[src/design/nfhfe_pkg.sv]
// ---------------------------------------------------------------------------
// nfhfe_pkg
// Types, constants and helpers for the host frame encoder.
// ---------------------------------------------------------------------------
package nfhfe_pkg;

	localparam int unsigned QUEUE_DEPTH_DEF = 4;
	localparam int unsigned CFG_IDX_W = 3;

	localparam logic [7:0] PREAMBLE_RST   = 8'h00;
	localparam logic [7:0] START1_RST     = 8'h00;
	localparam logic [7:0] START2_RST     = 8'hFF;
	localparam logic [7:0] POSTAMBLE_RST  = 8'h00;
	localparam logic [7:0] TFI_H2D_RST    = 8'hD4;
	localparam logic [7:0] TFI_D2H_RST    = 8'hD5;
	localparam logic [7:0] WR_PREFIX_RST  = 8'h01;
	localparam logic [7:0] LEN_INVALID_LO = 8'h00;
	localparam logic [7:0] LEN_INVALID_HI = 8'hFF;

	typedef enum logic [CFG_IDX_W-1:0] {
		REG_PREAMBLE  = 3'd0,
		REG_START1    = 3'd1,
		REG_START2    = 3'd2,
		REG_POSTAMBLE = 3'd3,
		REG_TFI_H2D   = 3'd4,
		REG_TFI_D2H   = 3'd5,
		REG_WR_PREFIX = 3'd6
	} cfg_reg_t;

	typedef struct packed {
		logic [7:0] prefix_byte;
		logic [7:0] payload_length;
		logic [7:0] payload_byte;
		logic       first_of_frame;
	} in_item_t;

	typedef struct packed {
		logic [7:0] line_byte;
		logic       last_of_frame;
	} out_item_t;

	typedef struct packed {
		logic [7:0] preamble_byte;
		logic [7:0] start_code_first;
		logic [7:0] start_code_second;
		logic [7:0] postamble_byte;
		logic [7:0] tfi_host_to_device;
		logic [7:0] tfi_device_to_host;
		logic [7:0] write_prefix;
	} cfg_t;

	// one payload byte, classified, with everything the back end needs
	typedef struct packed {
		logic       hdr;
		logic       tail;
		logic [7:0] prefix;
		logic [7:0] len_byte;
		logic [7:0] lcs;
		logic [7:0] tfi;
		logic [7:0] data;
		logic [7:0] dcs;
	} cmd_t;

	typedef struct packed {
		logic full;
		logic empty;
	} q_status_t;

	typedef enum logic [3:0] {
		ST_IDLE,
		ST_PREFIX,
		ST_PREAMBLE,
		ST_START1,
		ST_START2,
		ST_LEN,
		ST_LCS,
		ST_TFI,
		ST_DATA,
		ST_DCS,
		ST_POST
	} step_t;

	function automatic logic [7:0] bit_rev(input logic [7:0] v);
		logic [7:0] r;
		for (int i = 0; i < 8; i++) begin
			r[i] = v[7-i];
		end
		return r;
	endfunction

endpackage

[src/design/nfhfe_front.sv]
// ---------------------------------------------------------------------------
// nfhfe_front
// Accepts payload bytes, tracks the open frame and issues byte commands.
// ---------------------------------------------------------------------------
module nfhfe_front (
	input  logic                clk,
	input  logic                arst_n,
	input  logic                accept,
	input  nfhfe_pkg::in_item_t item,
	input  nfhfe_pkg::cfg_t     cfg,
	output logic                cmd_push,
	output nfhfe_pkg::cmd_t     cmd
);

	logic [7:0] sum_q;
	logic [7:0] remain_q;
	logic       open_q;

	logic       len_bad;
	logic [7:0] base_sum;
	logic [7:0] base_rem;
	logic [7:0] sum_new;
	logic [7:0] rem_new;
	logic [7:0] tfi;
	logic [7:0] len_byte;

	always_comb begin
		len_bad  = (item.payload_length == nfhfe_pkg::LEN_INVALID_LO) ||
			(item.payload_length == nfhfe_pkg::LEN_INVALID_HI);
		tfi      = (item.prefix_byte == cfg.write_prefix) ?
			cfg.tfi_host_to_device : cfg.tfi_device_to_host;
		len_byte = item.payload_length + 8'd1;
		base_sum = item.first_of_frame ? tfi : sum_q;
		base_rem = item.first_of_frame ? item.payload_length : remain_q;
		sum_new  = base_sum + item.payload_byte;
		rem_new  = base_rem - 8'd1;

		cmd_push = accept && (item.first_of_frame ? !len_bad : open_q);

		cmd.hdr      = item.first_of_frame;
		cmd.tail     = (rem_new == 8'd0);
		cmd.prefix   = item.prefix_byte;
		cmd.len_byte = len_byte;
		cmd.lcs      = ~len_byte + 8'd1;
		cmd.tfi      = tfi;
		cmd.data     = item.payload_byte;
		cmd.dcs      = ~sum_new + 8'd1;
	end

	always_ff @(posedge clk or negedge arst_n) begin
		if (!arst_n) begin
			sum_q    <= '0;
			remain_q <= '0;
			open_q   <= 1'b0;
		end else if (accept) begin
			if (item.first_of_frame && len_bad) begin
				// bad length closes any open frame silently
				sum_q    <= '0;
				remain_q <= '0;
				open_q   <= 1'b0;
			end else if (cmd_push) begin
				if (cmd.tail) begin
					sum_q    <= '0;
					remain_q <= '0;
					open_q   <= 1'b0;
				end else begin
					sum_q    <= sum_new;
					remain_q <= rem_new;
					open_q   <= 1'b1;
				end
			end
		end
	end

endmodule

[src/design/nfhfe_queue.sv]
// ---------------------------------------------------------------------------
// nfhfe_queue
// Small command queue between the front and back ends.
// ---------------------------------------------------------------------------
module nfhfe_queue #(
	parameter int unsigned DEPTH = nfhfe_pkg::QUEUE_DEPTH_DEF
) (
	input  logic                 clk,
	input  logic                 arst_n,
	input  logic                 wr_en,
	input  nfhfe_pkg::cmd_t      wr_data,
	input  logic                 rd_en,
	output nfhfe_pkg::cmd_t      rd_data,
	output nfhfe_pkg::q_status_t status
);

	localparam int unsigned PTR_W = (DEPTH > 1) ? $clog2(DEPTH) : 1;
	localparam int unsigned CNT_W = $clog2(DEPTH + 1);

	nfhfe_pkg::cmd_t  mem_q [DEPTH];
	logic [PTR_W-1:0] wr_ptr_q;
	logic [PTR_W-1:0] rd_ptr_q;
	logic [CNT_W-1:0] count_q;
	logic             do_wr;
	logic             do_rd;

	function automatic logic [PTR_W-1:0] ptr_inc(input logic [PTR_W-1:0] p);
		return (p == PTR_W'(DEPTH - 1)) ? '0 : p + PTR_W'(1);
	endfunction

	always_comb begin
		status.full  = (count_q == CNT_W'(DEPTH));
		status.empty = (count_q == '0);
		do_wr        = wr_en && !status.full;
		do_rd        = rd_en && !status.empty;
		rd_data      = mem_q[rd_ptr_q];
	end

	always_ff @(posedge clk) begin
		if (do_wr) begin
			mem_q[wr_ptr_q] <= wr_data;
		end
	end

	always_ff @(posedge clk or negedge arst_n) begin
		if (!arst_n) begin
			wr_ptr_q <= '0;
			rd_ptr_q <= '0;
			count_q  <= '0;
		end else begin
			if (do_wr) begin
				wr_ptr_q <= ptr_inc(wr_ptr_q);
			end
			if (do_rd) begin
				rd_ptr_q <= ptr_inc(rd_ptr_q);
			end
			case ({do_wr, do_rd})
				2'b10:   count_q <= count_q + CNT_W'(1);
				2'b01:   count_q <= count_q - CNT_W'(1);
				default: count_q <= count_q;
			endcase
		end
	end

endmodule

[src/design/nfhfe_back.sv]
// ---------------------------------------------------------------------------
// nfhfe_back
// Expands each command into result register bytes, one per cycle unless stalled.
// ---------------------------------------------------------------------------
module nfhfe_back (
	input  logic                 clk,
	input  logic                 arst_n,
	input  nfhfe_pkg::cmd_t      head,
	input  logic                 head_valid,
	input  nfhfe_pkg::cfg_t      cfg,
	input  logic                 pop,
	output logic                 head_done,
	output logic                 empty,
	output nfhfe_pkg::out_item_t result
);

	nfhfe_pkg::step_t     step_q;
	nfhfe_pkg::step_t     step_d;
	nfhfe_pkg::step_t     cur;
	nfhfe_pkg::step_t     succ;
	nfhfe_pkg::out_item_t result_q;
	logic                 valid_q;
	logic                 load;
	logic                 last;
	logic [7:0]           byte_sel;

	always_ff @(posedge clk or negedge arst_n) begin
		if (!arst_n) begin
			step_q <= nfhfe_pkg::ST_IDLE;
		end else begin
			step_q <= step_d;
		end
	end

	always_comb begin
		if (step_q == nfhfe_pkg::ST_IDLE) begin
			cur = head.hdr ? nfhfe_pkg::ST_PREFIX : nfhfe_pkg::ST_DATA;
		end else begin
			cur = step_q;
		end

		load = head_valid && (!valid_q || pop);
		last = ((cur == nfhfe_pkg::ST_DATA) && !head.tail) || (cur == nfhfe_pkg::ST_POST);

		unique case (cur)
			nfhfe_pkg::ST_PREFIX: begin
				byte_sel = head.prefix;
				succ     = nfhfe_pkg::ST_PREAMBLE;
			end
			nfhfe_pkg::ST_PREAMBLE: begin
				byte_sel = cfg.preamble_byte;
				succ     = nfhfe_pkg::ST_START1;
			end
			nfhfe_pkg::ST_START1: begin
				byte_sel = cfg.start_code_first;
				succ     = nfhfe_pkg::ST_START2;
			end
			nfhfe_pkg::ST_START2: begin
				byte_sel = cfg.start_code_second;
				succ     = nfhfe_pkg::ST_LEN;
			end
			nfhfe_pkg::ST_LEN: begin
				byte_sel = head.len_byte;
				succ     = nfhfe_pkg::ST_LCS;
			end
			nfhfe_pkg::ST_LCS: begin
				byte_sel = head.lcs;
				succ     = nfhfe_pkg::ST_TFI;
			end
			nfhfe_pkg::ST_TFI: begin
				byte_sel = head.tfi;
				succ     = nfhfe_pkg::ST_DATA;
			end
			nfhfe_pkg::ST_DATA: begin
				byte_sel = head.data;
				succ     = nfhfe_pkg::ST_DCS;
			end
			nfhfe_pkg::ST_DCS: begin
				byte_sel = head.dcs;
				succ     = nfhfe_pkg::ST_POST;
			end
			nfhfe_pkg::ST_POST: begin
				byte_sel = cfg.postamble_byte;
				succ     = nfhfe_pkg::ST_IDLE;
			end
			default: begin
				byte_sel = head.data;
				succ     = nfhfe_pkg::ST_IDLE;
			end
		endcase

		step_d    = step_q;
		head_done = 1'b0;
		if (load) begin
			if (last) begin
				step_d    = nfhfe_pkg::ST_IDLE;
				head_done = 1'b1;
			end else begin
				step_d = succ;
			end
		end
	end

	always_ff @(posedge clk or negedge arst_n) begin
		if (!arst_n) begin
			valid_q <= 1'b0;
		end else if (load) begin
			valid_q <= 1'b1;
		end else if (pop) begin
			valid_q <= 1'b0;
		end
	end

	always_ff @(posedge clk) begin
		if (load) begin
			result_q.line_byte     <= nfhfe_pkg::bit_rev(byte_sel);
			result_q.last_of_frame <= (cur == nfhfe_pkg::ST_POST);
		end
	end

	assign empty  = !valid_q;
	assign result = result_q;

endmodule

[src/design/nfc_host_frame_encoder_core.sv]
// ---------------------------------------------------------------------------
// nfc_host_frame_encoder_core
// Information frame encoder: header, payload pass-through, checksum, postamble.
// ---------------------------------------------------------------------------
//  channel   handshake           payload
//  input     push / full         item   (prefix, length, payload byte, first flag)
//  result    pop / empty         result (bit-reversed line byte, last flag)
//  config    cfg_we              cfg_index, cfg_data
//
//  one result byte leaves per cycle while pop takes it; a payload byte is taken
//  per cycle while the command queue (QUEUE_DEPTH entries) has room.
//  a first byte adds prefix, preamble, start codes, length, LCS and TFI before
//  its data and a closing byte adds DCS and postamble, so input sees full while
//  the back end works through header and trailer bytes. reset clears the queue,
//  frame state and result valid flag and loads the register defaults.
// ---------------------------------------------------------------------------
module nfc_host_frame_encoder_core #(
	parameter int unsigned QUEUE_DEPTH = nfhfe_pkg::QUEUE_DEPTH_DEF
) (
	input  logic                                clk,
	input  logic                                arst_n,
	input  logic                                push,
	output logic                                full,
	input  nfhfe_pkg::in_item_t                 item,
	output logic                                empty,
	input  logic                                pop,
	output nfhfe_pkg::out_item_t                result,
	input  logic                                cfg_we,
	input  logic [nfhfe_pkg::CFG_IDX_W-1:0]     cfg_index,
	input  logic [7:0]                          cfg_data
);

	nfhfe_pkg::cfg_t      cfg_q;
	nfhfe_pkg::cmd_t      cmd;
	nfhfe_pkg::cmd_t      head;
	nfhfe_pkg::q_status_t q_status;
	logic                 cmd_push;
	logic                 head_done;
	logic                 accept;

	always_ff @(posedge clk or negedge arst_n) begin
		if (!arst_n) begin
			cfg_q.preamble_byte      <= nfhfe_pkg::PREAMBLE_RST;
			cfg_q.start_code_first   <= nfhfe_pkg::START1_RST;
			cfg_q.start_code_second  <= nfhfe_pkg::START2_RST;
			cfg_q.postamble_byte     <= nfhfe_pkg::POSTAMBLE_RST;
			cfg_q.tfi_host_to_device <= nfhfe_pkg::TFI_H2D_RST;
			cfg_q.tfi_device_to_host <= nfhfe_pkg::TFI_D2H_RST;
			cfg_q.write_prefix       <= nfhfe_pkg::WR_PREFIX_RST;
		end else if (cfg_we) begin
			unique case (cfg_index)
				nfhfe_pkg::REG_PREAMBLE:  cfg_q.preamble_byte      <= cfg_data;
				nfhfe_pkg::REG_START1:    cfg_q.start_code_first   <= cfg_data;
				nfhfe_pkg::REG_START2:    cfg_q.start_code_second  <= cfg_data;
				nfhfe_pkg::REG_POSTAMBLE: cfg_q.postamble_byte     <= cfg_data;
				nfhfe_pkg::REG_TFI_H2D:   cfg_q.tfi_host_to_device <= cfg_data;
				nfhfe_pkg::REG_TFI_D2H:   cfg_q.tfi_device_to_host <= cfg_data;
				nfhfe_pkg::REG_WR_PREFIX: cfg_q.write_prefix       <= cfg_data;
				default:                  cfg_q                    <= cfg_q;
			endcase
		end
	end

	assign full   = q_status.full;
	assign accept = push && !q_status.full;

	nfhfe_front u_front (
		.clk      (clk),
		.arst_n   (arst_n),
		.accept   (accept),
		.item     (item),
		.cfg      (cfg_q),
		.cmd_push (cmd_push),
		.cmd      (cmd)
	);

	nfhfe_queue #(
		.DEPTH (QUEUE_DEPTH)
	) u_queue (
		.clk     (clk),
		.arst_n  (arst_n),
		.wr_en   (cmd_push),
		.wr_data (cmd),
		.rd_en   (head_done),
		.rd_data (head),
		.status  (q_status)
	);

	nfhfe_back u_back (
		.clk        (clk),
		.arst_n     (arst_n),
		.head       (head),
		.head_valid (!q_status.empty),
		.cfg        (cfg_q),
		.pop        (pop),
		.head_done  (head_done),
		.empty      (empty),
		.result     (result)
	);

endmodule

[config.mk]
export PLATFORM = sky130hd
export DESIGN_NAME = nfc_host_frame_encoder_core
export DESIGN_NICKNAME = d
export VERILOG_FILES = /design/src/design/nfhfe_pkg.sv /design/src/design/nfhfe_front.sv /design/src/design/nfhfe_queue.sv /design/src/design/nfhfe_back.sv /design/src/design/nfc_host_frame_encoder_core.sv
export SDC_FILE = /design/constraint.sdc
export NUM_CORES = 1
export LEC_CHECK = 0
export BUFFER_PORTS_ARGS = -buffer_cell sky130_fd_sc_hd__buf_2
export CORE_MARGIN = 2
export CORE_UTILIZATION = 45
export DETAILED_ROUTE_END_ITERATION = 6
export SLEW_MARGIN = 20
export SYNTH_ARGS = -nofsm -noshare
export SYNTH_HDL_FRONTEND = slang
export SYNTH_HIERARCHICAL = 1
export SYNTH_SLANG_ARGS = --single-unit
[constraint.sdc]
create_clock -name clk -period 4.2 [get_ports clk]
set_input_delay 0.21 -clock clk [delete_from_list [all_inputs] [get_ports clk]]
set_output_delay 0.21 -clock clk [all_outputs]
set_load 0.01 [all_outputs]
# Word-level counts from Yosys, hierarchy flattened
# Memory sizes are Yosys's and may differ from the RTL's.
# Cells that the tools add are included.
# word_totals
elab_cells,110
inputBits,41
mem_bits_rw,200
out_inout_bits,11
ff_bits,94
memories,1
# classes
bitwise_logic,2
addsub,9
muxes,27
n_reduce_logical,31
n_eq_ne,23
# mem_list
memory,depth,word_bits,rd,rd_ports_with_merged_regs,wr,line_no,source
u_queue.mem_q,4,50,1,0,1,nfhfe_queue.sv:20,nfhfe_pkg::cmd_t mem_q [DEPTH];
# op_table
operator,n
8-bit two-way mux,9
8-bit case mux with 9 select lines,1
4-bit case mux with 9 select lines,1
"8-bit by 1-bit adder with 8-bit output, second input constant",3
"4-bit by 3-bit equality test with 1-bit output, second input constant",4
8-bit zero test,2
8-bit NOT,2
2-bit AND reduction,8
"3-bit equality test, second input constant",4
"4-bit equality test, second input constant",3
4-bit two-way mux,3
1-bit two-way mux,10
8-bit adder,1
"4-bit by 2-bit equality test with 1-bit output, second input constant",2
8-bit equality test,1
"8-bit equality test, second input constant",1
"8-bit by 1-bit subtractor with 8-bit output, second input constant",1
1-bit logical AND,7
"2-bit equality test, second input constant",3
"3-bit by 2-bit equality test with 1-bit output, second input constant",2
3-bit zero test,2
3-bit case mux with 2 select lines,1
2-bit nonzero test,3
1-bit zero test,5
other kinds (9),13

# Depth between registers and ports, before layout
# An unclocked memory read counts as a cell.
# depth
ltp_word,11
ltp_mapped,16
depth_no_buf,15

# By module
# Netlist, hierarchy kept.
# by_module_without_submodules
mod,n_inst,cells_each,seq_area_each_um2,area_each_um2
nfhfe_queue,1,302,6180.9,7726.2
nfc_host_frame_encoder_core,1,128,1423.9,2179.6
nfhfe_front,1,252,425.4,2105.8
nfhfe_back,1,170,395.4,1451.4

# Worst setup path after synthesis
# Ideal clock, no wire load.
# synth_path
path_type,reg-to-reg
from,register cfg_q[0] (netlist name)
to,"memory u_queue/mem_q[0][6] (netlist name), data pin"
stages_incl_launch_ff,15
required_time_ns,3.922
t_arrival_ns,3.256
path_slack_ns,0.666
synth_period_minus_slack_ns,3.534
cell_sequence,dfstp_2 xor2_1 nor4_1 nand2_1 clkbuf_1 mux2_2 mux2_2 ha_1 a21oi_1 nand2_1 a21o_1 a21oi_1 xnor2_1 nor4_1 xnor2_1
# synth_lines
item,line_no,source
"start, declared",nfc_host_frame_encoder_core.sv:33,nfhfe_pkg::cfg_t cfg_q;
"start signal, assigned",nfc_host_frame_encoder_core.sv:59,default: cfg_q <= cfg_q;
"end, declared",nfhfe_queue.sv:20,

==> results.yml <==
sta:
  final_hold_viol_count: 0
  skew_ns: 0.0247
  setup_viol: 0
  rsz0062_at_grt: "no"
  min_period_ns: 3.88
  fmax_ghz: 0.258
  post-route-period-util_pct: 92.4
  fin_setup_tns_ns: 0
  worst_pin_slew_ns: 0.822
  drv_slew: 0
  slew_headroom_pct: 45.2
pwr:
  power_density_nw_per_um2: 680
  intPower_w: 0.00700
  switching_share_pct: 32.1
  pwr-share-clk_pct: 25.8
  switchingPower_w: 0.00332
  p_leak_nw: 5.48
  peakVddDrop_mv: 0.323
  seqPwrFrac_pct: 41.3
  pwr-share-comb_pct: 32.9
grt:
  grt_pass1_vias: 7424
  grt_usage_pct: 19.5
  overflow: 0
  antenna_found_initial: 0
  grt_max_degree: 57
  grt_pass1_wl_um: 45800
setup_path:
  path_max_fanout: 9
  critPathKind: "reg2reg"
  critical_path_arrival_ns: 4.21
  start_kind: "flop"
  cp.required_ns: 4.53
  end_kind: "flop"
floorplan:
  die_x_um: 177
  dieArea_sq_um: 31300
  rows: 63
  initial_utilization_pct: 45.5
  coreArea_sq_um: 29600
  ios: 52
  die_h_um: 177
clock_tree:
  clkSinkCount: 294
  htreeDepth: 1
  cts_tree: "yes"
  numCtsBuffers: 31
  path_clk_slew_ns: 0.06
  cts_resized: 0
  clock_latency_ns: 0.56
  cts_max_path_buffers: 3
  cts_root_buffer: "clkbuf_16"
yosys:
  synthAdderAreaFrac_pct: 2.06
  synth_top_area_share_pct: 46.6
  avgSynthCellArea_sq_um: 15.8
  synthCells: 852
  async_flop_share_pct: 28.9
  synth_mux_area_share_pct: 16.3
  synthTopCellsByArea: "edfxtp_1, dfrtp_1, mux4_2"
  yosysTopAreaCell: "edfxtp_1"
  synth_compound_area_share_pct: 6.12
  synth_top_family_by_area: "multiplexers"
  syn_area_sq_um: 13500
  ys_types: 74
  yosysWarnings: 6
  dominantRegCellSynth: "edfxtp_1"
  synthXorXnorAreaFrac_pct: 2.72
  ys_seq_area_share_pct: 62.6
  synth-simple-area-share_pct: 6.09
  synthesis.nets: 914
  synth_edf_count: 209
  ys_ff_latch: 294
final_layout:
  drive_above_1_share_pct: 30.6
  final_cell_area_sq_um: 15200
  layout_common_cells: "edfxtp_1, mux2_2, dfrtp_1"
  num_antenna_cells: 0
  nets: 971
  syn_to_final_growth_pct: 12.7
  stdcell_count: 1324
  final_common_cell: "edfxtp_1"
routing:
  num_vias: 7417
  ant_nets: 0
  vias_per_cell: 5.60
  drc: 0
  wire_per_inst_um: 22.5
  drtIter0Drc: 452
  first_pass_iters: 4
  finalWirelength_um: 29700
run:
  max_cap_viol_count: 0
place:
  dpl-instance-area_sq_um: 14000
  gp_congestion: 0.821
  detailed_place_hpwl_um: 19800
  port_buffers: 51
  dp_cells: 1248
worst_hold_path:
  min_path_type: "in2reg"
run_status:
  status: "completed"
## what timing repair did
action,4_1_cts,5_1_grt
hold buffers,18,0
buffers inserted,0,0
hold endpoints to repair,114,0
## power groups by stage
stage | clock network [W] | logic (W) | registers (W)
2_1_floorplan | 0 | 0.00251 | 0.00425
3_3_place_gp | 0 | 0.00339 | 0.00430
3_5_place_dp | 0 | 0.00342 | 0.00431
4_1_cts | 0.00272 | 0.00344 | 0.00426
5_1_grt | 0.00284 | 0.00371 | 0.00432
6_report | 0.00266 | 0.00340 | 0.00426
## per-layer routing
layer  vias up  GRT usage (%)  wire length, um
met5         -              0                0
met3        45           2.38             1000
met4         0           5.48              680
met1      3848           27.6            13500
met2       144           31.9            14500
li1       3380              -                -
## final cells by class
class | count | area (sq um)
clock inverters | 14 | 108
multi-input cells | 465 | 4500
flip-flops and latches | 294 | 8430
inverters | 29 | 109
well taps | 390 | 488
fillers | 2460 | 14400
clock buffers | 44 | 912
repair buffers | 88 | 631
## cells by family after synthesis
kind of cell    Yosys count
compound gates          118
buf+inv                  93
mux                     142
fa+ha+maj                21
flops                   294
xor+xnor                 41
simple gates            143
## Yosys cell counts, drive strengths merged, types with 5 or more instances
cell type / count
nand3b: 7
o21ai: 37
nand4b: 7
edfxtp: 209
a21o: 5
mux2: 77
xnor2: 22
nand3: 12
xor2: 19
nand2b: 5
nor2b: 7
and2: 7
nor3b: 7
mux4: 52
a32oi: 7
ha: 19
dfstp: 18
dfrtp: 67
a211oi: 6
nor3: 10
nor2: 25
clkbuf: 7
inv: 29
buf: 57
nand2: 36
a21oi: 20
a22o: 7
mux2i: 13
o32a: 6
## critical path, stage by stage (launching register included)
cell	delay [ns]
dfrtp_1	0.39
xor2_1	0.16
nor4_1	0.36
nand2_1	0.26
buf_4	0.24
mux2i_1	0.15
a21oi_1	0.22
inv_1	0.09
fa_1	0.43
nor2b_1	0.12
o21ai_0	0.09
a21boi_0	0.24
nor2_1	0.14
nor3_1	0.30
o211ai_1	0.15
xnor2_1	0.29
## flip-flops by register name, summed over array words and instances, names as in the netlist
signal,cells
u_back/result,9
u_back/step_q,4
u_queue/count_q,3
u_front/open_q,1
u_queue/wr_ptr_q,2
u_queue/rd_ptr_q,2
u_queue/mem_q,200
cfg_q,56
u_back/valid_q,1
u_front/remain_q,8
u_front/sum_q,8
## final timing paths
path,slack [ns],startpoint,cells after the start,endpoint
worst max-delay path,0.32,cfg_q[7],15,u_queue/mem_q[3][7]
worst min-delay path,0.03,cfg_data[2],2,cfg_q[26]
worst max register to register,0.32,cfg_q[7],15,u_queue/mem_q[3][7]
worst min register to register,0.48,u_front/sum_q[5],2,u_front/sum_q[5]
max in group asynchronous,2.94,arst_n,3,cfg_q[36]
min in group asynchronous,0.27,arst_n,2,u_front/remain_q[6]
## through the flow
stage               worst slack (ns)  utilization [%]  power (W)  hold slack (ns)
floorplan                      0.666                -    0.00675          -0.0856
global placement               0.414             47.2    0.00768            0.351
detailed placement             0.354             47.2    0.00773            0.356
CTS                            0.262             51.3     0.0104          0.00819
global route                 0.00562             51.3     0.0109           0.0199
finish                         0.321             51.3     0.0103           0.0304
Note: power is estimated with default switching activity, not from simulation.
